[config.mk]
export PLATFORM = sky130hd
export DESIGN_NAME = bmp_pixel_stream_parser_core_flat
export DESIGN_NICKNAME = d
export VERILOG_FILES = /design/src/design/bmp_pkg.sv /design/src/design/bmp_in_if.sv /design/src/design/bmp_out_if.sv /design/src/design/bmp_front.sv /design/src/design/bmp_cmd_fifo.sv /design/src/design/bmp_back.sv /design/src/design/bmp_pixel_stream_parser_core.sv /design/src/flat_wrapper.sv
export SDC_FILE = /design/constraint.sdc
export NUM_CORES = 1
export LEC_CHECK = 0
export ABC_AREA = 1
export BUFFER_PORTS_ARGS = -buffer_cell sky130_fd_sc_hd__buf_2
export CAP_MARGIN = 40
export CORE_MARGIN = 2
export CORE_UTILIZATION = 55
export DETAILED_ROUTE_END_ITERATION = 16
export GPL_TIMING_DRIVEN = 0
export HOLD_SLACK_MARGIN = 0.08
export PLACE_DENSITY = 0.72
export SYNTH_ARGS = -nofsm -noshare
export SYNTH_HDL_FRONTEND = slang
export SYNTH_SLANG_ARGS = --single-unit
export TNS_END_PERCENT = 20
[constraint.sdc]
create_clock -name clk -period 7.05 [get_ports clk]
set_input_delay 1.41 -clock clk [delete_from_list [all_inputs] [get_ports clk]]
set_output_delay 1.41 -clock clk [all_outputs]
set_load 0.1 [all_outputs]
[src/design/bmp_pkg.sv]
// Shared types and constants for the bitmap pixel stream parser.
// Used by the result interface, the front, the command queue, the back and the top level.
`timescale 1ns / 1ps
`default_nettype none

package bmp_pkg;

  localparam int COORD_W = 12;
  localparam int CHAN_W  = 8;

  // Result status codes.
  localparam logic [1:0] ST_PIXEL       = 2'd0;
  localparam logic [1:0] ST_BAD_SIG     = 2'd1;
  localparam logic [1:0] ST_UNSUPPORTED = 2'd2;

  // Depth of the queue between front and back.
  localparam int CMD_FIFO_DEPTH = 4;
  localparam int CMD_PTR_W      = $clog2(CMD_FIFO_DEPTH);

  typedef enum logic [1:0] {
    CMD_PIX  = 2'd0,
    CMD_WARN = 2'd1,
    CMD_ERR  = 2'd2
  } cmd_kind_t;

  // One classified byte handed from the front to the back.
  typedef struct packed {
    cmd_kind_t          kind;
    logic [CHAN_W-1:0]  data;
    logic [1:0]         ch;
    logic               done;
    logic               four;
    logic               last;
    logic [COORD_W-1:0] row;
    logic [COORD_W-1:0] col;
  } cmd_t;

endpackage

`default_nettype wire

[src/design/bmp_in_if.sv]
// Input channel of the parser: one file byte per beat.
// Depends on nothing.
`timescale 1ns / 1ps
`default_nettype none

interface bmp_in_if ();
  logic       valid;
  logic       ready;
  logic [7:0] file_byte;
  logic       start_of_file;

  modport source (output valid, output file_byte, output start_of_file, input ready);
  modport sink   (input valid, input file_byte, input start_of_file, output ready);
endinterface

`default_nettype wire

[src/design/bmp_out_if.sv]
// Result channel of the parser: one pixel, warning or error per beat.
// Depends on bmp_pkg for the field widths.
`timescale 1ns / 1ps
`default_nettype none

interface bmp_out_if import bmp_pkg::*; ();
  logic               valid;
  logic               ready;
  logic [1:0]         status;
  logic [COORD_W-1:0] row;
  logic [COORD_W-1:0] column;
  logic [CHAN_W-1:0]  red;
  logic [CHAN_W-1:0]  green;
  logic [CHAN_W-1:0]  blue;
  logic [CHAN_W-1:0]  alpha;
  logic               has_alpha;
  logic               last_pixel;

  modport source (output valid, output status, output row, output column, output red,
                  output green, output blue, output alpha, output has_alpha,
                  output last_pixel, input ready);
  modport sink   (input valid, input status, input row, input column, input red,
                  input green, input blue, input alpha, input has_alpha,
                  input last_pixel, output ready);
endinterface

`default_nettype wire

[src/design/bmp_front.sv]
// Front of the parser: accepts file bytes, parses the header and tracks pixel position.
// Depends on bmp_pkg and bmp_in_if; emits classified commands toward the queue.
`timescale 1ns / 1ps
`default_nettype none

module bmp_front import bmp_pkg::*; #(
  parameter int MAX_DIM = 4096
) (
  input  logic       clk,
  input  logic       rst_n,
  bmp_in_if.sink     in_ch,
  output logic       cmd_valid,
  input  logic       cmd_ready,
  output cmd_t       cmd
);

  localparam int CW = (MAX_DIM > 1) ? $clog2(MAX_DIM) : 1;

  localparam logic [7:0] SIG_B = 8'd66;
  localparam logic [7:0] SIG_M = 8'd77;
  localparam logic [7:0] SIG_A = 8'd65;
  localparam logic [7:0] SIG_C = 8'd67;
  localparam logic [7:0] SIG_I = 8'd73;
  localparam logic [7:0] SIG_P = 8'd80;
  localparam logic [7:0] SIG_T = 8'd84;

  typedef enum logic [3:0] {
    PH_HEADER = 4'b0001,
    PH_PIXEL  = 4'b0010,
    PH_PAD    = 4'b0100,
    PH_DONE   = 4'b1000
  } phase_t;

  function automatic logic sig_ok(input logic [7:0] a, input logic [7:0] b);
    sig_ok = (a == SIG_B && b == SIG_M) || (a == SIG_B && b == SIG_A) ||
             (a == SIG_C && b == SIG_I) || (a == SIG_C && b == SIG_P) ||
             (a == SIG_I && b == SIG_C) || (a == SIG_P && b == SIG_T);
  endfunction

  phase_t        phase_r, phase_nxt, phase_c;
  logic [31:0]   pos_r, pos_nxt, pos_c;
  logic [7:0]    sig_r, sig_nxt;
  logic [31:0]   offset_r, offset_nxt;
  logic [31:0]   width_r, width_nxt;
  logic [31:0]   height_r, height_nxt;
  logic [4:0]    bpp_r, bpp_nxt, bpp_now;
  logic [CW-1:0] row_r, row_nxt;
  logic [CW-1:0] col_r, col_nxt;
  logic [CW:0]   col_inc;
  logic [1:0]    ch_r, ch_nxt;
  logic          four_r, four_nxt;
  logic [1:0]    pad_r, pad_nxt;
  logic [1:0]    lane;
  logic          accept, sof, hdr_end, bad_hdr, empty_img, col_wrap, last, done;
  logic [7:0]    b;

  assign in_ch.ready = cmd_ready;
  assign accept      = in_ch.valid && in_ch.ready;
  assign sof         = in_ch.start_of_file;
  assign b           = in_ch.file_byte;

  // A start mark restarts the header walk on this very byte.
  assign phase_c = sof ? PH_HEADER : phase_r;
  assign pos_c   = sof ? '0 : pos_r;

  assign bpp_now   = (pos_c == 32'd28) ? b[7:3] : bpp_r;
  // The header spans max(offset, 29) bytes; the offset is complete well before byte 28.
  assign hdr_end   = (pos_c >= 32'd28) && (({1'b0, pos_c} + 33'd1) >= {1'b0, offset_r});
  assign bad_hdr   = (bpp_now != 5'd3 && bpp_now != 5'd4) ||
                     (width_r > 32'(MAX_DIM)) || (height_r > 32'(MAX_DIM));
  assign empty_img = (width_r == '0) || (height_r == '0);

  assign col_inc  = {1'b0, col_r} + 1'b1;
  assign col_wrap = 32'(col_inc) >= width_r;
  assign last     = (row_r == '0) && (32'(col_inc) == width_r);
  assign done     = four_r ? (ch_r == 2'd3) : (ch_r == 2'd2);

  always_comb begin
    phase_nxt  = phase_r;
    pos_nxt    = pos_r;
    sig_nxt    = sig_r;
    offset_nxt = offset_r;
    width_nxt  = width_r;
    height_nxt = height_r;
    bpp_nxt    = bpp_r;
    row_nxt    = row_r;
    col_nxt    = col_r;
    ch_nxt     = ch_r;
    four_nxt   = four_r;
    pad_nxt    = pad_r;
    lane       = '0;
    cmd_valid  = 1'b0;
    cmd.kind   = CMD_PIX;
    cmd.data   = b;
    cmd.ch     = ch_r;
    cmd.done   = done;
    cmd.four   = four_r;
    cmd.last   = last;
    cmd.row    = COORD_W'(row_r);
    cmd.col    = COORD_W'(col_r);

    if (accept) begin
      phase_nxt = phase_c;
      unique case (phase_c)
        PH_HEADER: begin
          if (pos_c == 32'd0) begin
            sig_nxt = b;
          end
          if (pos_c == 32'd1 && !sig_ok(sig_r, b)) begin
            cmd_valid = 1'b1;
            cmd.kind  = CMD_WARN;
          end
          // Little-endian fields: each byte lands in its own lane.
          if (pos_c >= 32'd10 && pos_c <= 32'd13) begin
            lane = 2'(pos_c - 32'd10);
            offset_nxt[8*lane +: 8] = b;
          end
          if (pos_c >= 32'd18 && pos_c <= 32'd21) begin
            lane = 2'(pos_c - 32'd18);
            width_nxt[8*lane +: 8] = b;
          end
          if (pos_c >= 32'd22 && pos_c <= 32'd25) begin
            lane = 2'(pos_c - 32'd22);
            height_nxt[8*lane +: 8] = b;
          end
          if (pos_c == 32'd28) begin
            bpp_nxt = b[7:3];
          end
          if (hdr_end) begin
            if (bad_hdr) begin
              cmd_valid = 1'b1;
              cmd.kind  = CMD_ERR;
              phase_nxt = PH_DONE;
            end else if (empty_img) begin
              phase_nxt = PH_DONE;
            end else begin
              phase_nxt = PH_PIXEL;
              row_nxt   = CW'(height_r - 32'd1);
              col_nxt   = '0;
              ch_nxt    = '0;
              four_nxt  = (bpp_now == 5'd4);
            end
          end else begin
            pos_nxt = pos_c + 32'd1;
          end
        end
        PH_PIXEL: begin
          cmd_valid = 1'b1;
          if (done) begin
            ch_nxt = '0;
            if (col_wrap) begin
              col_nxt = '0;
              if (row_r == '0) begin
                phase_nxt = PH_DONE;
              end else begin
                row_nxt = row_r - 1'b1;
                // Rows of 24-bit images are padded to a multiple of four bytes.
                if (!four_r && width_r[1:0] != 2'd0) begin
                  pad_nxt   = width_r[1:0];
                  phase_nxt = PH_PAD;
                end
              end
            end else begin
              col_nxt = col_inc[CW-1:0];
            end
          end else begin
            ch_nxt = ch_r + 2'd1;
          end
        end
        PH_PAD: begin
          if (pad_r <= 2'd1) begin
            pad_nxt   = '0;
            phase_nxt = PH_PIXEL;
          end else begin
            pad_nxt = pad_r - 2'd1;
          end
        end
        PH_DONE: begin
          phase_nxt = PH_DONE;
        end
        default: begin
          phase_nxt = PH_HEADER;
        end
      endcase
    end
  end

  always_ff @(posedge clk) begin
    if (!rst_n) begin
      phase_r <= PH_HEADER;
      pos_r   <= '0;
    end else begin
      phase_r <= phase_nxt;
      pos_r   <= pos_nxt;
    end
  end

  always_ff @(posedge clk) begin
    sig_r    <= sig_nxt;
    offset_r <= offset_nxt;
    width_r  <= width_nxt;
    height_r <= height_nxt;
    bpp_r    <= bpp_nxt;
    row_r    <= row_nxt;
    col_r    <= col_nxt;
    ch_r     <= ch_nxt;
    four_r   <= four_nxt;
    pad_r    <= pad_nxt;
  end

endmodule

`default_nettype wire

[src/design/bmp_cmd_fifo.sv]
// Short command queue between the parser front and the pixel back.
// Depends on bmp_pkg for the command type and depth.
`timescale 1ns / 1ps
`default_nettype none

module bmp_cmd_fifo import bmp_pkg::*; (
  input  logic clk,
  input  logic rst_n,
  input  logic push_valid,
  output logic push_ready,
  input  cmd_t push_data,
  output logic pop_valid,
  input  logic pop_ready,
  output cmd_t pop_data
);

  cmd_t                 slot_r [CMD_FIFO_DEPTH];
  logic [CMD_PTR_W-1:0] wr_ptr_r, rd_ptr_r;
  logic [CMD_PTR_W:0]   count_r, count_nxt;
  logic                 push, pop;

  assign push_ready = (count_r != (CMD_PTR_W+1)'(CMD_FIFO_DEPTH));
  assign pop_valid  = (count_r != '0);
  assign pop_data   = slot_r[rd_ptr_r];
  assign push       = push_valid && push_ready;
  assign pop        = pop_valid && pop_ready;

  always_comb begin
    count_nxt = count_r;
    if (push && !pop) begin
      count_nxt = count_r + 1'b1;
    end else if (pop && !push) begin
      count_nxt = count_r - 1'b1;
    end
  end

  always_ff @(posedge clk) begin
    if (!rst_n) begin
      wr_ptr_r <= '0;
      rd_ptr_r <= '0;
      count_r  <= '0;
    end else begin
      count_r <= count_nxt;
      if (push) begin
        wr_ptr_r <= wr_ptr_r + 1'b1;
      end
      if (pop) begin
        rd_ptr_r <= rd_ptr_r + 1'b1;
      end
    end
  end

  always_ff @(posedge clk) begin
    if (push) begin
      slot_r[wr_ptr_r] <= push_data;
    end
  end

endmodule

`default_nettype wire

[src/design/bmp_back.sv]
// Back of the parser: assembles pixel channels and holds the result register.
// Depends on bmp_pkg and bmp_out_if; takes commands from the queue.
`timescale 1ns / 1ps
`default_nettype none

module bmp_back import bmp_pkg::*; (
  input  logic       clk,
  input  logic       rst_n,
  input  logic       cmd_valid,
  output logic       cmd_ready,
  input  cmd_t       cmd,
  bmp_out_if.source  out_ch
);

  logic [CHAN_W-1:0]  hold_b_r, hold_g_r, hold_r_r;
  logic               out_valid_r;
  logic [1:0]         status_r;
  logic [COORD_W-1:0] row_r, col_r;
  logic [CHAN_W-1:0]  red_r, green_r, blue_r, alpha_r;
  logic               has_alpha_r, last_r;
  logic               emit, pop;

  // Warnings, errors and the final byte of a pixel each produce a result beat.
  assign emit      = (cmd.kind != CMD_PIX) || cmd.done;
  assign cmd_ready = !emit || !out_valid_r || out_ch.ready;
  assign pop       = cmd_valid && cmd_ready;

  always_ff @(posedge clk) begin
    if (!rst_n) begin
      out_valid_r <= 1'b0;
    end else if (pop && emit) begin
      out_valid_r <= 1'b1;
    end else if (out_ch.ready) begin
      out_valid_r <= 1'b0;
    end
  end

  always_ff @(posedge clk) begin
    if (pop && cmd.kind == CMD_PIX && !cmd.done) begin
      unique case (cmd.ch)
        2'd0:    hold_b_r <= cmd.data;
        2'd1:    hold_g_r <= cmd.data;
        2'd2:    hold_r_r <= cmd.data;
        default: hold_r_r <= hold_r_r;
      endcase
    end
    if (pop && emit) begin
      unique case (cmd.kind)
        CMD_PIX: begin
          status_r    <= ST_PIXEL;
          row_r       <= cmd.row;
          col_r       <= cmd.col;
          blue_r      <= hold_b_r;
          green_r     <= hold_g_r;
          red_r       <= cmd.four ? hold_r_r : cmd.data;
          alpha_r     <= cmd.four ? cmd.data : '0;
          has_alpha_r <= cmd.four;
          last_r      <= cmd.last;
        end
        CMD_WARN, CMD_ERR: begin
          status_r    <= (cmd.kind == CMD_WARN) ? ST_BAD_SIG : ST_UNSUPPORTED;
          row_r       <= '0;
          col_r       <= '0;
          blue_r      <= '0;
          green_r     <= '0;
          red_r       <= '0;
          alpha_r     <= '0;
          has_alpha_r <= 1'b0;
          last_r      <= 1'b0;
        end
        default: begin
          status_r <= ST_UNSUPPORTED;
        end
      endcase
    end
  end

  assign out_ch.valid      = out_valid_r;
  assign out_ch.status     = status_r;
  assign out_ch.row        = row_r;
  assign out_ch.column     = col_r;
  assign out_ch.red        = red_r;
  assign out_ch.green      = green_r;
  assign out_ch.blue       = blue_r;
  assign out_ch.alpha      = alpha_r;
  assign out_ch.has_alpha  = has_alpha_r;
  assign out_ch.last_pixel = last_r;

endmodule

`default_nettype wire

[src/design/bmp_pixel_stream_parser_core.sv]
// Channel   Dir  Beat contents
// in_ch     in   file_byte, start_of_file (restart at this byte)
// out_ch    out  status, row, column, red, green, blue, alpha, has_alpha, last_pixel
//
// One file byte is taken per cycle while the command queue has room; a result passes
// through the command queue and then the output register before it is offered.
// The front keeps all parse state, so its rate is set only by the four-entry
// command queue; the back stalls on out_ch.ready without stopping the front
// until that queue fills.
// Reset clears the parse phase, the byte position, the queue and the output valid.
// Top level of the bitmap parser; depends on bmp_pkg, the two interfaces,
// bmp_front, bmp_cmd_fifo and bmp_back.
`timescale 1ns / 1ps
`default_nettype none

module bmp_pixel_stream_parser_core import bmp_pkg::*; #(
  parameter int MAX_DIM = 4096
) (
  input  logic       clk,
  input  logic       rst_n,
  bmp_in_if.sink     in_ch,
  bmp_out_if.source  out_ch
);

  logic cmd_push_valid, cmd_push_ready;
  logic cmd_pop_valid, cmd_pop_ready;
  cmd_t cmd_push, cmd_pop;

  bmp_front #(
    .MAX_DIM (MAX_DIM)
  ) u_front (
    .clk       (clk),
    .rst_n     (rst_n),
    .in_ch     (in_ch),
    .cmd_valid (cmd_push_valid),
    .cmd_ready (cmd_push_ready),
    .cmd       (cmd_push)
  );

  bmp_cmd_fifo u_fifo (
    .clk        (clk),
    .rst_n      (rst_n),
    .push_valid (cmd_push_valid),
    .push_ready (cmd_push_ready),
    .push_data  (cmd_push),
    .pop_valid  (cmd_pop_valid),
    .pop_ready  (cmd_pop_ready),
    .pop_data   (cmd_pop)
  );

  bmp_back u_back (
    .clk       (clk),
    .rst_n     (rst_n),
    .cmd_valid (cmd_pop_valid),
    .cmd_ready (cmd_pop_ready),
    .cmd       (cmd_pop),
    .out_ch    (out_ch)
  );

  // The front must never hand a command to a full queue.
  a_no_push_when_full: assert property (@(posedge clk) disable iff (!rst_n)
    cmd_push_valid |-> cmd_push_ready)
    else $error("command pushed into a full queue");

  a_status_legal: assert property (@(posedge clk) disable iff (!rst_n)
    out_ch.valid |-> (out_ch.status == ST_PIXEL || out_ch.status == ST_BAD_SIG ||
                      out_ch.status == ST_UNSUPPORTED))
    else $error("illegal status code on a result beat");

  // Warning and error beats carry no pixel content.
  a_flag_beats_empty: assert property (@(posedge clk) disable iff (!rst_n)
    (out_ch.valid && out_ch.status != ST_PIXEL) |->
      (out_ch.row == '0 && out_ch.column == '0 && out_ch.red == '0 &&
       out_ch.has_alpha == 1'b0 && out_ch.last_pixel == 1'b0))
    else $error("status beat carries pixel fields");

  a_alpha_only_32bit: assert property (@(posedge clk) disable iff (!rst_n)
    (out_ch.valid && !out_ch.has_alpha) |-> (out_ch.alpha == '0))
    else $error("alpha set on a 24-bit pixel");

endmodule

`default_nettype wire
[src/flat_wrapper.sv]
// flat-port wrapper written by rule: the top's interface ports become plain ports
module bmp_pixel_stream_parser_core_flat import bmp_pkg::*;
#(
  parameter int MAX_DIM = 4096
)
  (clk, rst_n, in_ch_valid, in_ch_file_byte, in_ch_start_of_file, in_ch_ready, out_ch_valid, out_ch_status, out_ch_row, out_ch_column, out_ch_red, out_ch_green, out_ch_blue, out_ch_alpha, out_ch_has_alpha, out_ch_last_pixel, out_ch_ready);
  bmp_in_if in_ch_i ();
  bmp_out_if out_ch_i ();
  input  logic clk;
  input  logic rst_n;
  input wire logic [$bits(in_ch_i.valid)-1:0] in_ch_valid;
  input wire logic [$bits(in_ch_i.file_byte)-1:0] in_ch_file_byte;
  input wire logic [$bits(in_ch_i.start_of_file)-1:0] in_ch_start_of_file;
  output wire logic [$bits(in_ch_i.ready)-1:0] in_ch_ready;
  output wire logic [$bits(out_ch_i.valid)-1:0] out_ch_valid;
  output wire logic [$bits(out_ch_i.status)-1:0] out_ch_status;
  output wire logic [$bits(out_ch_i.row)-1:0] out_ch_row;
  output wire logic [$bits(out_ch_i.column)-1:0] out_ch_column;
  output wire logic [$bits(out_ch_i.red)-1:0] out_ch_red;
  output wire logic [$bits(out_ch_i.green)-1:0] out_ch_green;
  output wire logic [$bits(out_ch_i.blue)-1:0] out_ch_blue;
  output wire logic [$bits(out_ch_i.alpha)-1:0] out_ch_alpha;
  output wire logic [$bits(out_ch_i.has_alpha)-1:0] out_ch_has_alpha;
  output wire logic [$bits(out_ch_i.last_pixel)-1:0] out_ch_last_pixel;
  input wire logic [$bits(out_ch_i.ready)-1:0] out_ch_ready;
  assign in_ch_i.valid = in_ch_valid;
  assign in_ch_i.file_byte = in_ch_file_byte;
  assign in_ch_i.start_of_file = in_ch_start_of_file;
  assign in_ch_ready = in_ch_i.ready;
  assign out_ch_valid = out_ch_i.valid;
  assign out_ch_status = out_ch_i.status;
  assign out_ch_row = out_ch_i.row;
  assign out_ch_column = out_ch_i.column;
  assign out_ch_red = out_ch_i.red;
  assign out_ch_green = out_ch_i.green;
  assign out_ch_blue = out_ch_i.blue;
  assign out_ch_alpha = out_ch_i.alpha;
  assign out_ch_has_alpha = out_ch_i.has_alpha;
  assign out_ch_last_pixel = out_ch_i.last_pixel;
  assign out_ch_i.ready = out_ch_ready;
  bmp_pixel_stream_parser_core #(.MAX_DIM(MAX_DIM)) u_core (.clk(clk), .rst_n(rst_n), .in_ch(in_ch_i), .out_ch(out_ch_i));
endmodule
# Word level (Yosys, flattened, before mapping)
# Memories as Yosys holds them, arrays and structs flattened. A register that Yosys moved wholly into a read port is not among the register bits.
# Index checks and enable logic that the tools add are counted.
[totals] regBits=266 ram_bits=156 output_inout_bits=62 word_cells=241 memories=1
[classes] addsub=17 n_lt_le_gt_ge=12 n_eq_ne=34 shifts=6 n_mux=70 bitwise=3 n_reduce_logical=70
[mem_list] name="u_core.u_fifo.slot_r" depth=4 width=39 read_ports=1 rd_ports_with_merged_regs=1 write_ports=1 line_no="bmp_cmd_fifo.sv:17" rtl="cmd_t slot_r [CMD_FIFO_DEPTH];"
[ops] op="two-way mux 12 bit" count=11
[ops] op="negator 5 -> 34 bit" count=3
[ops] op="variable shift 8 x 34 -> 32 bit, first input constant" count=3
[ops] op="indexed part select 8 x 34 -> 32 bit" count=3
[ops] op="bitwise mux 32 bit" count=3
[ops] op=">= comparator 32 x 5 -> 1 bit, second input constant" count=3
[ops] op="logical NOT 32 bit" count=3
[ops] op="one-hot mux 12 bit (2 select lines)" count=4
[ops] op="equality test 8 x 7 -> 1 bit, second input constant" count=10
[ops] op="> comparator 32 x 13 -> 1 bit, second input constant" count=2
[ops] op="less-or-equal comparator 32 x 5 -> 1 bit, second input constant" count=2
[ops] op="one-hot mux 8 bit (2 select lines)" count=4
[ops] op="two-way mux 4 bit" count=9
[ops] op="adder 32 x 1 -> 33 bit, second input constant" count=1
[ops] op=">= comparator 33 x 32 -> 1 bit" count=1
[ops] op="adder 32 x 1 -> 32 bit, second input constant" count=1
[ops] op="equality test 13 x 32 -> 1 bit" count=1
[ops] op="equality test 32 x 1 -> 1 bit, second input constant" count=1
[ops] op="equality test 32 x 5 -> 1 bit, second input constant" count=1
[ops] op=">= comparator 13 x 32 -> 1 bit" count=1
[ops] op=">= comparator 32 x 4 -> 1 bit, second input constant" count=1
[ops] op="less-or-equal comparator 32 x 4 -> 1 bit, second input constant" count=1
[ops] op="two-way mux 2 bit" count=16
[ops] op="two-way mux 32 bit" count=1
[ops] op="40 further kinds" count=126

# Longest topological paths before layout
# Gate-level depths: netlist of the first run.
[depth] ltp_word=19 mapped_depth=38

# Modules after synthesis
# Synthesis of the first run repeated with hierarchy kept, for this count alone.
[hier_totals] hier_cells=1795 hier_area_um2=19261.0
[by_module_without_submodules] mod="bmp_front" n_inst=1 cells_per_inst=1104 area_each_um2=9760.6 seq_area_each_um2=4864.7
[by_module_without_submodules] mod="bmp_cmd_fifo" n_inst=1 cells_per_inst=446 area_each_um2=6267.3 seq_area_each_um2=4864.7
[by_module_without_submodules] mod="bmp_back" n_inst=1 cells_per_inst=245 area_each_um2=3233.1 seq_area_each_um2=2542.4

# Worst setup path after synthesis of the first run
# Ideal clock, no wire load.
[synth_timing] path_type="input -> register" start="in in_ch_start_of_file" end="mem u_core.u_fifo.slot_r[0][0] in the netlist's numbering (enable)" setup_time_ns=0.435 arrival_ns=5.998 path_slack_ns=0.617 path_stages=27 n_path_buf=2 path_cell_list="buf_6 > nor2_1 > clkbuf_1 > ha_1 > nand4_2 > nor2_1 > nand3_1 > nor2_1 > nand4_1 > xor2_1 > ha_1 > nand2_1 > nor2_1 > nand2_1 > nor3_1 > nor2_1 > nand2_1 > nand2_1 > nand2_1 > nand2_1 > nand2_1 > nand2_1 > nand2_1 > nand3_2 > nand3_2 > nand2_4 > nor2_1"
[synth_via] elab_chain_cells=14 word_cells_on_any_way=25
[synth_lines] element="start, declared" line_no="flat_wrapper.sv:13" rtl="input wire logic [$bits(in_ch_i.start_of_file)-1:0] in_ch_start_of_file;"
[synth_lines] element="branches (longest 9 deep; another with adder 32 x 1 -> 33 bit)"
[synth_lines] element="one-hot mux 1 bit (2 select lines) (*)" line_no="bmp_front.sv:104" rtl="unique case (phase_c)"
[synth_lines] element="two-way mux 1 bit (*)" line_no="bmp_front.sv:102" rtl="if (accept) begin"
[synth_lines] element="logical AND 1 bit (*)" line_no="bmp_cmd_fifo.sv:25" rtl="assign push = push_valid && push_ready;"
[synth_lines] element="two-way mux 1 bit (*)" line_no="bmp_cmd_fifo.sv:54" rtl="if (push) begin"
[synth_lines] element="two-way mux 1 bit (implied by the code) (*)" line_no="bmp_cmd_fifo.sv:55" rtl="slot_r[wr_ptr_r] <= push_data;"
[synth_lines] element="end, declared" line_no="bmp_cmd_fifo.sv:17"
# Mark *: on every way between the ends.

# Worst setup path after layout of the first run
[layout_timing] start="in in_ch_start_of_file" end="reg u_core.u_fifo.count_r[2]"
[layout_via] elab_chain_cells=15 word_cells_on_any_way=28
[layout_lines] element="branches (longest 9 deep; another with adder 32 x 1 -> 33 bit)"
[layout_lines] element="one-hot mux 1 bit (2 select lines) (*)" line_no="bmp_front.sv:104"
[layout_lines] element="two-way mux 1 bit (*)" line_no="bmp_front.sv:102"
[layout_lines] element="logical AND 1 bit (*)" line_no="bmp_cmd_fifo.sv:25"
[layout_lines] element="net u_core.u_fifo.push" line_no="bmp_cmd_fifo.sv:20" rtl="logic push, pop;"
[layout_lines] element="logical NOT 1 bit" line_no="bmp_cmd_fifo.sv:32" rtl="end else if (pop && !push) begin"
[layout_lines] element="logical AND 1 bit" line_no="bmp_cmd_fifo.sv:32"
[layout_lines] element="nonzero test 2 bit (no source line)"
[layout_lines] element="end signal, assigned" line_no="bmp_cmd_fifo.sv:43" rtl="count_r <= count_nxt;"
[layout_lines] element="end, declared" line_no="bmp_cmd_fifo.sv:19" rtl="logic [CMD_PTR_W:0] count_r, count_nxt;"
# Mark *: on every way through the listed nets, which the timed path passes.
# A chain may end at the register's enable or synchronous reset.

==> results of run 1 <==
[registers in the layout (all words and copies together), names as in the netlist, 12 cells and up, named ones only]
signal	cells
u_core.u_back.out_ch.column	12
u_core.u_back.out_ch.row	12
u_core.u_fifo.slot_r	156
u_core.u_front.col_r	12
u_core.u_front.height_r	32
u_core.u_front.offset_r	32
u_core.u_front.pos_r	32
u_core.u_front.row_r	12
u_core.u_front.width_r	32
[cell usage after synthesis (all sizes together)]
cell / number
xnor2: 21
o2111ai: 2
nor2: 308
buf: 16
xor2: 25
edfxtp: 378
o21a: 1
fa: 1
a21o: 1
nand3: 47
o21bai: 3
a32o: 3
clkbuf: 36
and3: 2
o211ai: 2
nand2: 256
nor3: 42
nand4: 18
inv: 242
clkinv: 1
nor4: 19
dfxtp: 46
or3: 1
a31o: 1
a21oi: 115
o32ai: 1
or2: 4
mux2i: 4
nand3b: 2
a32oi: 11
o21ai: 121
a211oi: 5
ha: 61
[power by group]
| group | internal (mW) | switching, mW | leakage, nW |
|---|---|---|---|
| logic | 0.575 | 2.63 | 4.09 |
| registers | 3.22 | 0.105 | 3.94 |
| clock network | 1.37 | 0.961 | 0.734 |
| total | 5.17 | 3.70 | 8.77 |
[per-stage QoR]
step,util [%],cells,worst slack (ns),cell area (um^2),hold WS [ns]
after floorplan,-,1796,0.617,19200,0.436
after global placement,58.4,2323,-1.38,20200,0.451
after detailed placement,58.9,2332,0.620,20400,0.461
after CTS,63.2,2414,1.06,21800,0.470
after global routing,63.2,2414,0.535,21800,0.496
final,63.2,2414,1.01,21800,0.470
[cell type report]
type | count | area (um^2) | area share, %
Sequential cell | 424 | 12300 | 56.2
Multi-Input combinational cell | 1077 | 5840 | 26.7
Clock buffer | 61 | 1260 | 5.75
Inverter | 243 | 917 | 4.20
Tap cell | 455 | 569 | 2.61
Timing Repair Buffer | 81 | 488 | 2.23
Buffer | 52 | 275 | 1.26
Clock inverter | 21 | 229 | 1.05
[path summary, 6_finish.rpt]
path | from | to
worst max-delay path | in_ch_start_of_file | u_core.u_fifo.count_r[2]$_SDFFE_PN0P_
worst min-delay path | u_core.u_front.pos_r[6]$_SDFFE_PN0P_ | u_core.u_front.pos_r[6]$_SDFFE_PN0P_
worst max register to register | u_core.u_front.pos_r[0]$_SDFFE_PN0P_ | u_core.u_fifo.count_r[2]$_SDFFE_PN0P_
worst min register to register | u_core.u_front.pos_r[6]$_SDFFE_PN0P_ | u_core.u_front.pos_r[6]$_SDFFE_PN0P_
[logic make-up (layout without fill, tap and decap cells)]
family,count (synthesis),after routing,share of synthesized area [%]
muxes,4,4,0.208
xor gates and xnor gates,46,46,2.09
buffers and inverters,295,458,6.19
AOI/OAI and AO/OA,266,266,7.50
adders and majority gates,62,62,4.07
and+or+nand+nor,699,699,16.2
DFF,424,424,63.8
[routing by layer]
metal,global-route usage (%),vias to the layer above,wire [um]
met5,0,-,0
met2,42.1,453,21200
met1,30.2,6223,17500
li1,-,6365,-
met4,8.28,0,1320
met3,2.79,87,2520
[worst register-to-register path, delay by kind of cell, from the launching register on]
family	cells	cell delay [ns]
AOI/OAI and AO/OA	2	0.24
xor gates and xnor gates	1	0.37
adders and majority gates	4	1.09
buffers and inverters	4	0.69
DFF	1	0.36
and+or+nand+nor	24	2.57
==> summary.txt, run 1 <==
Final min period: 6.04 ns
Clk Tree Root Cell: clkbuf_16
pins over their slew limit: 0
die area: 36,500 um^2
clock-pin slew on the worst setup and hold paths: 0.06 ns
gr ovfl total: 0
Num Clock Sinks: 424
Area Overhead vs Synth: 13.5%
Avg Vias per Cell: 5.44
vias: 13,100
Yosys top cell by area: edfxtp_1
relative slew slack: 42.8%
Core ar.: 34,500 um^2
RSZ-0062 raised after global routing: false
Critical Path AT: 6.53 ns
crit path capture type: register
Avg WL per Cell: 17.6 um
Hold Violations, Final: 0
drt total wl: 42,600 um
Reg2Reg Depth: 35
final worst path period share: 85.7%
top cells by area, synth: edfxtp_1 59%, nor2_1 5.8%, dfxtp_1 4.8%, inv_1 4.6%, nand2_1 4.4%
TritonRoute pass-1 iters: 5
Yosys reg bits: 424
FP Rows: 68
Post-CTS Hold Fix Bufs: 0
flop2flop setup slack: 1.64 ns
pwr/cell area: 406 nW/um^2
Tot Pwr: 8.87 mW
Synthesis Warnings: 0
Syn Inst Count: 1,796
Seq/Total Area, Yosys: 63.8%
Max Cap Viol: 0
commonest non-fill, non-tap cell in the layout: edfxtp_1
total setup buffers inserted after CTS: 0
WS Path Type: input pin to register
Pleak: 8.77 nW
worst hold path stage count: 2
initial antenna violation count: 0
status: complete, no violations
Mean Syn Cell Area: 10.7 um^2
Synthesized Nets: 1,871
TritonCTS clock tree: yes
commonest non-fill, non-tap cells in the layout: 378 x edfxtp_1, 291 x nor2_1, 235 x inv_1, 224 x nand2_1, 114 x a21oi_1
dpl hpwl: 30,400 um
I/O Pins: 75
Max Clock Skew: 0.0253 ns
number of DRC markers in iteration 0: 1,045
Setup TNS: 0 ns
DIE HEIGHT: 191 um
Resize count post-CTS: 0
GRT Util Overall: 23.7%
Distinct cells, synth: 53
largest net degree at the start of global routing: 32
first-pass GRT wire length: 67,000 um
Placer Congestion: 0.902
final setup fails: 0
number of nets with antenna violations after routing: 0
Post-route DRC: 0
clk_lat worst skew: 0.56 ns
CP Launch Type: input pin
Worst-Margin Slew: 0.856 ns
Nets: 1,998
post-synth top area share: 59.0%
Starting Density: 55.7%
Ant. Diodes: 0
CTS max path bufs: 3
Worst Path Required: 7.54 ns
crit-path max FO: 12
CTS buffer count: 44
path length in cells of the critical path: 35
max incr delay on CP: 0.44 ns
vias in the first global route: 12,800
share of cells above drive strength 1: 12.4%
CP top delay family: simple AND/OR/NAND/NOR gates
Crit path buffers/inverters: 4
htree depth: 2
worst min path class: register to register
Worst VDD drop: 0.563 mV
die width: 191 um
FMAX: 166 MHz
cell mode on critical path: nand2_1
I/O Buffers: 72
Fillers: 2,708
Post-Syn Area: 19,200 um^2
CP max-delay cell: clkbuf_1
(Power assumes the default switching activity.)
==> run 2: changes to the inputs <==
--- a/config.mk
+++ b/config.mk
@@ -11,7 +11,6 @@
 export CORE_MARGIN = 2
 export CORE_UTILIZATION = 55
 export DETAILED_ROUTE_END_ITERATION = 16
-export GPL_TIMING_DRIVEN = 0
 export HOLD_SLACK_MARGIN = 0.08
 export PLACE_DENSITY = 0.72
 export SYNTH_ARGS = -nofsm -noshare
==> run 2 against run 1 <==
  * Clock power is essentially flat
  * Sequential power about the same
  * Register-to-register slack improved by 0.64 ns
  * Utilization is 1.0 points lower
  * Largest cell class unchanged
  * Largest power group unchanged
==> summary.txt, run 2 (synthesis gave the netlist of run 1 again) <==
Critical Path AT: 6.04 ns (-0.49 ns)
gr ovfl total: 0 (unchanged)
share of cells above drive strength 1: 12.1% (-0.26 points)
FMAX: 181 MHz (+9.1%)
Post-CTS Hold Fix Bufs: 0 (unchanged)
final worst path period share: 78.6% (-7.1 points)
TritonCTS clock tree: yes
number of nets with antenna violations after routing: 0 (unchanged)
CTS buffer count: 44 (unchanged)
I/O Buffers: 74 (+2.8%)
Post-Place Setup Slack: 0.969 ns (+0.349 ns)
Nets: 1,954 (-2.2%)
first-pass GRT wire length: 64,700 um (-3.5%)
pins over their slew limit: 0 (unchanged)
clk_lat worst skew: 0.59 ns (+0.03 ns)
die area: 36,500 um^2 (unchanged)
clock-pin slew on the worst setup and hold paths: 0.06 ns (about the same)
dpl hpwl: 27,800 um (-8.6%)
crit path capture type: register
CTS max path bufs: 3 (unchanged)
relative slew slack: 39.2% (-3.7 points)
commonest non-fill, non-tap cell in the layout: edfxtp_1
Starting Density: 55.7% (unchanged)
Hold Violations, Final: 0 (unchanged)
Avg WL per Cell: 16.9 um (-4.3%)
Max Cap Viol: 0 (unchanged)
Worst Path Required: 7.55 ns (about the same)
largest net degree at the start of global routing: 80 (+150%)
crit-path max FO: 33 (+21)
vias: 12,800 (-2.2%)
Num Clock Sinks: 424 (unchanged)
Layout Cells excl Fill: 2,366 (-2.0%)
Max Clock Skew: 0.0250 ns (-0.000287 ns)
Worst-Margin Slew: 0.910 ns (+0.0549 ns)
most flop-heavy register: u_core.u_fifo.slot_r
CP max-delay cell: fa_1
final setup fails: 0 (unchanged)
status: complete, no violations
Clk Tree Root Cell: clkbuf_16
TritonRoute pass-1 iters: 5 (unchanged)
RSZ-0062 raised after global routing: false
Worst VDD drop: 0.572 mV (+1.6%)
WS Path Type: input pin to register
Fillers: 2,736 (+1.0%)
DIE HEIGHT: 191 um (unchanged)
total setup buffers inserted after CTS: 0 (unchanged)
max incr delay on CP: 0.39 ns (-0.05 ns)
Placer Congestion: 0.927 (+2.8%)
Area Overhead vs Synth: 11.7%
CP Launch Type: input pin
commonest non-fill, non-tap cells in the layout: 378 x edfxtp_1, 291 x nor2_1, 234 x inv_1, 224 x nand2_1, 114 x a21oi_1
drt total wl: 40,000 um (-6.2%)
Avg Vias per Cell: 5.42 (-0.26%)
Setup TNS: 0 ns (unchanged)
Final min period: 5.54 ns (-0.501 ns)
vias in the first global route: 12,600 (-2.0%)
GRT Util Overall: 22.7% (-1.0 points)
placed cells: 2,288 (-1.9%)
initial antenna violation count: 1 (+1)
final setup margin: 1.51 ns (+0.501 ns)
Core ar.: 34,500 um^2 (unchanged)
area of the multi-input gates: 5830 um^2 (-0.19%)
worst min path class: register to register
I/O Pins: 75 (unchanged)
FP Rows: 68 (unchanged)
Pleak: 8.62 nW (-1.6%)
number of DRC markers in iteration 0: 1,153 (+10%)
Sequential Area: 12,300 um^2 (about the same)
pwr/cell area: 405 nW/um^2 (-0.11%)
Post-route DRC: 0 (unchanged)
htree depth: 2 (unchanged)
Resize count post-CTS: 0 (unchanged)
max reg flops: 156 (unchanged)
die width: 191 um (unchanged)
-- run 2: per-stage QoR --
stage / total power, mW / instance area, um^2 / utilization, % / hold WS, ns
CTS: 8.76 / 21500 / 62.2 / 0.482
detailed placement: 6.46 / 20100 / 58.1 / 0.473
global route: 9.11 / 21500 / 62.2 / 0.495
finish: 8.71 / 21500 / 62.2 / 0.484
floorplan: 5.88 / 19200 / - / 0.436
global placement: 6.39 / 20100 / 58.1 / 0.452
-- run 2: where the power goes --
part	internal [mW]	switching [mW]	leakage, nW
clock	1.34	0.964	0.687
combinational	0.529	2.55	4.00
sequential	3.23	0.101	3.94
-- run 2: final cells by class --
class	instances	area share (%)
flip-flops and latches	424	57.1
multi-input cells	1077	27.1
clock buffers	52	5.26
inverters	243	4.27
well taps	455	2.65
repair buffers	89	2.23
clock inverters	25	1.38
diodes	1	0.0116
-- run 2: worst max-delay path, delay by kind of cell --
| family | cells | cell delay (ns) |
|---|---|---|
| simple gates | 19 | 2.43 |
| buf+inv | 7 | 0.93 |
| fa+ha+maj | 3 | 0.81 |
| compound gates | 2 | 0.22 |
| xor+xnor | 1 | 0.19 |
-- run 2: path summary, 6_finish.rpt --
check                                          end  cells after the start                                  from  slack (ns)
min reg2reg   u_core.u_front.pos_r[6]$_SDFFE_PN0P_                      2  u_core.u_front.pos_r[6]$_SDFFE_PN0P_        0.48
max reg2reg  u_core.u_fifo.count_r[2]$_SDFFE_PN0P_                     32  u_core.u_front.pos_r[4]$_SDFFE_PN0P_        2.28
min           u_core.u_front.pos_r[6]$_SDFFE_PN0P_                      2  u_core.u_front.pos_r[6]$_SDFFE_PN0P_        0.48
max          u_core.u_fifo.count_r[2]$_SDFFE_PN0P_                     32                   in_ch_start_of_file        1.51
-- run 2: per-layer routing --
layer	wire (um)	vias up	global-route usage (%)
met5	0	-	0
met4	1430	0	9.70
met3	2120	87	3.12
met2	19200	386	38.2
met1	17200	6075	29.6
li1	-	6285	-
